## src/sv/tle_ram.sv

```systemverilog
// ----------------------------------------------------------------------------
// tle_ram: generic single-port-write RAM
// One write and one read per cycle, read data registered.
// ----------------------------------------------------------------------------
module tle_ram #(
  parameter int WIDTH = 8,
  parameter int DEPTH = 64
) (
  input  logic                                         clk_i,
  input  logic                                         we_i,
  input  logic [((DEPTH > 1) ? $clog2(DEPTH) : 1)-1:0] waddr_i,
  input  logic [WIDTH-1:0]                             wdata_i,
  input  logic [((DEPTH > 1) ? $clog2(DEPTH) : 1)-1:0] raddr_i,
  output logic [WIDTH-1:0]                             rdata_o
);
  logic [WIDTH-1:0] mem_q [DEPTH];
  logic [WIDTH-1:0] rdata_q;

  always_ff @(posedge clk_i) begin
    if (we_i) begin
      mem_q[waddr_i] <= wdata_i;
    end
    rdata_q <= mem_q[raddr_i];
  end

  assign rdata_o = rdata_q;
endmodule

```

## config.mk

```make
export PLATFORM = sky130hd
export DESIGN_NAME = tle_ram
export DESIGN_NICKNAME = d
export VERILOG_FILES = /design/src/sv/tle_ram.sv
export SDC_FILE = /design/constraint.sdc
export NUM_CORES = 1
export LEC_CHECK = 0
export BUFFER_PORTS_ARGS = -buffer_cell sky130_fd_sc_hd__buf_2
export CAP_MARGIN = 30
export CORE_ASPECT_RATIO = 0.6
export CORE_MARGIN = 2
export CORE_UTILIZATION = 35
export DETAILED_ROUTE_END_ITERATION = 10
export GPL_TIMING_DRIVEN = 0
export PLACE_DENSITY_LB_ADDON = 0.1
export SLEW_MARGIN = 20
export SYNTH_ARGS = -nofsm -noshare
export SYNTH_HDL_FRONTEND = slang
export SYNTH_SLANG_ARGS = --single-unit
```

## constraint.sdc

```tcl
create_clock -name clk_i -period 3 [get_ports clk_i]
set_clock_uncertainty 0.2 [all_clocks]
set_input_delay 0.6 -clock clk_i [delete_from_list [all_inputs] [get_ports clk_i]]
set_output_delay 0.6 -clock clk_i [all_outputs]
set_load 0.005 [all_outputs]
```

==> impl_metrics.tcl <==
set metrics [dict create \
    drcViolationCount 0 \
    cp_slowest_cell "a2111oi_0" \
    holdWs_ps 336 \
    power.switching_mw 3.32 \
    wire_per_inst_um 29.8 \
    layout_common_cells "edfxtp_1 (512), mux4_2 (126), nor2_1 (83)" \
    post-route-period-util_pct 101 \
    power_mw 15.4 \
    place_congestion 0.799 \
    worstRegToRegCells 4 \
    antenna_found_initial 2 \
    die_x_um 314 \
    cts_made_buffers 50 \
    clkLatencyLatePin_ps 590 \
    avgSynthCellArea_um2 21.5 \
    slew-limit-headroom_pct 5.19 \
    dp_hpwl_um 35600 \
    nets 1054 \
    cts_max_level 2 \
    max_cap_viol_count 0 \
    reg2reg_from "mem_q[3][5]" \
    min_from "raddr_i[5]" \
    hold_path.class "primary input to flip-flop" \
    synthXorXnorAreaFrac_pct 0 \
    ys_types 40 \
    cts_setup_buffers 0 \
    slowest_delay_ps 1200 \
    p_int_mw 12.1 \
    clock.fmax_mhz 329 \
    sw_frac_of_total_pct 21.6 \
    arrival_ps 3240 \
    core.rowCount 68 \
    leakagePower_nw 7.15 \
    path_buf_inv 3 \
    syn_nets 962 \
    p_per_area_mw_per_mm2 666 \
    stdcell_area_mm2 0.0231 \
    synthesis.area_mm2 0.0202 \
    clkPwrFrac_pct 42.2 \
    grt_start_max_net_pins 65 \
    required_ps 3200 \
    pwr-share-comb_pct 5.5 \
    io_pins 30 \
    track_usage_pct 18.8 \
    hold_path_end "rdata_o[5]" \
    failed_checks "negative setup slack" \
    drt-pass1-iter-count 5 \
    post_dp_cell_area_mm2 0.0213 \
    ys_seq_area_share_pct 77.0 \
    fin_ws_ps -39.9 \
    crit_chain "buf_4 -> buf_2 -> buf_4 -> mux4_2 -> a2111oi_0 -> o41ai_2" \
    ys_seq_elements 520 \
    holdPathStages 2 \
    dieArea_mm2 0.0596 \
    overflow 0 \
    slew_viol_final 0 \
    die_h_um 190 \
    synth_top_family_by_area "multiplexers" \
    hold_viol 0 \
    ant_nets 0 \
    yosys_warnings 0 \
    final_common_cell "edfxtp_1" \
    setup-violations-final 1 \
    synth_mux_area_share_pct 15.9 \
    numPortBuffers 21 \
    clkTransAtPathRegs_ps 60 \
    r2r_end "rdata_o[5]" \
    cts_buffer_depth 3 \
    seq_power_share_pct 52.3 \
    initial_utilization_pct 35.2 \
    drt_iter0_markers 1204 \
    core-area_mm2 0.0573 \
    synthCells 940 \
    yosys.area_share.adder_pct 0 \
    post-route-min-period_ps 3040 \
    clock_sink_count 520 \
    wl_um 54900 \
    worst-slew-pin-transition_ps 1390 \
    tritoncts "built" \
    grt_pass1_vias 9625 \
    status "finished with violations" \
    r2r_slack_ps 230 \
    path_max_fanout 10 \
    path_class "primary input to flip-flop" \
    drive_gt1_share_pct 27.4 \
    grt_setup_unrepaired "no" \
    end_kind "flip-flop" \
    vdd_ir_drop_max_mv 0.453 \
    path_delay_family "compound AO/OA/AOI/OAI gates" \
    grt_first_pass_wirelength_um 77100 \
    crit_top_cell "buf_4" \
    vias 9887 \
    cts_root_buffer "clkbuf_16" \
    startpoint_type "primary input" \
    tns_ps -39.9 \
    synth_compound_gate_area_share_pct 2.07 \
    synth-simple-area-share_pct 3.39 \
    vias_per_cell 5.36 \
    syn_to_final_growth_pct 14.7 \
]
sequential cells by signal, summed over array words and instances (netlist names):
| register | cells |
|---|---|
| mem_q | 512 |
| rdata_o | 8 |
per-stage QoR:
step	std cells	util [%]	setup slack (ps)
after global routing	1843	40.4	43.6
after floorplan	940	-	532
after CTS	1828	40.2	18.5
after global placement	1731	37.1	-729
after detailed placement	1735	37.2	-749
final	1844	40.4	-39.9
synthesized netlist by cell type (all sizes together):
| cell type | number | area, um2 |
|---|---|---|
| o21ai | 4 | 20.0 |
| o32ai | 2 | 17.5 |
| mux2 | 13 | 146 |
| nor2b | 14 | 87.6 |
| o2bb2ai | 3 | 26.3 |
| edfxtp | 512 | 15400 |
| o221a | 2 | 22.5 |
| nor3 | 7 | 35.0 |
| and2 | 1 | 6.26 |
| mux2i | 23 | 230 |
| a31oi | 1 | 6.26 |
| buf | 34 | 253 |
| a2111oi | 2 | 17.5 |
| a22oi | 3 | 22.5 |
| clkbuf | 17 | 63.8 |
| a21oi | 3 | 15.0 |
| o21a | 2 | 15.0 |
| nor2 | 83 | 312 |
| nand3b | 3 | 22.5 |
| dfxtp | 8 | 160 |
| o41ai | 2 | 17.5 |
| o221ai | 8 | 70.1 |
| mux4 | 126 | 2840 |
| nand2b | 7 | 43.8 |
| nand3 | 13 | 65.1 |
| a211oi | 4 | 30.0 |
| nand2 | 19 | 71.3 |
| nand4 | 2 | 12.5 |
| o22ai | 8 | 50.1 |
| nor4 | 2 | 12.5 |
| o311ai | 1 | 8.76 |
| or3 | 1 | 6.26 |
| o2111ai | 3 | 26.3 |
| nand4b | 1 | 8.76 |
| a221oi | 6 | 52.6 |
final cells by class:
cell class	instances	area [um2]
clock inverter	26	255
sequential	520	15500
fill	5068	34100
buffer	51	318
clock buffer	67	1420
antenna	1	2.50
tap	770	963
timing repair buffer	40	283
multi-input combinational	369	4360
cells by family (layout without fill, tap and decap cells):
| group | Yosys count | in the layout |
|---|---|---|
| and+or+nand+nor | 153 | 153 |
| AOI/OAI and AO/OA | 54 | 54 |
| other | 0 | 1 |
| muxes | 162 | 162 |
| buffers and inverters | 51 | 184 |
| DFF | 520 | 520 |
timing repair:
action | 4_1_cts | 5_1_grt
resized for setup | 4 | 3
hold buffers | 0 | 0
endpoints found under the setup margin | 2 | 2
pin swaps | 0 | 0
per-layer routing:
| layer | GRT usage, % | share of wire [%] | vias up |
|---|---|---|---|
| met4 | 3.55 | 1.4 | 0 |
| met5 | 0 | 0 | - |
| li1 | - | - | 4118 |
| met2 | 24.3 | 40 | 340 |
| met3 | 4.65 | 6.8 | 58 |
| met1 | 31.3 | 52 | 5371 |
how the worst max path moves through the flow:
stage                          start         end  slack (ps)  depth (start not counted)
after floorplan           raddr_i[1]  rdata_o[3]         530                          7
after global placement    raddr_i[1]  rdata_o[5]        -730                          9
after detailed placement  raddr_i[2]  rdata_o[3]        -750                          7
after CTS                 raddr_i[1]  rdata_o[5]          20                          7
after global routing      raddr_i[0]  rdata_o[1]          40                          9
final                     raddr_i[1]  rdata_o[5]         -40                          6
power groups by stage:
| stage | clock, mW | combinational, mW | sequential, mW |
|---|---|---|---|
| global route | 6.97 | 0.905 | 8.05 |
| finish | 6.50 | 0.848 | 8.05 |
| global placement | 0 | 0.839 | 8.21 |
| detailed placement | 0 | 0.849 | 8.21 |
| floorplan | 0 | 0.429 | 8.21 |
| CTS | 6.64 | 0.852 | 8.05 |
Note: power is estimated with default switching activity, not from simulation.
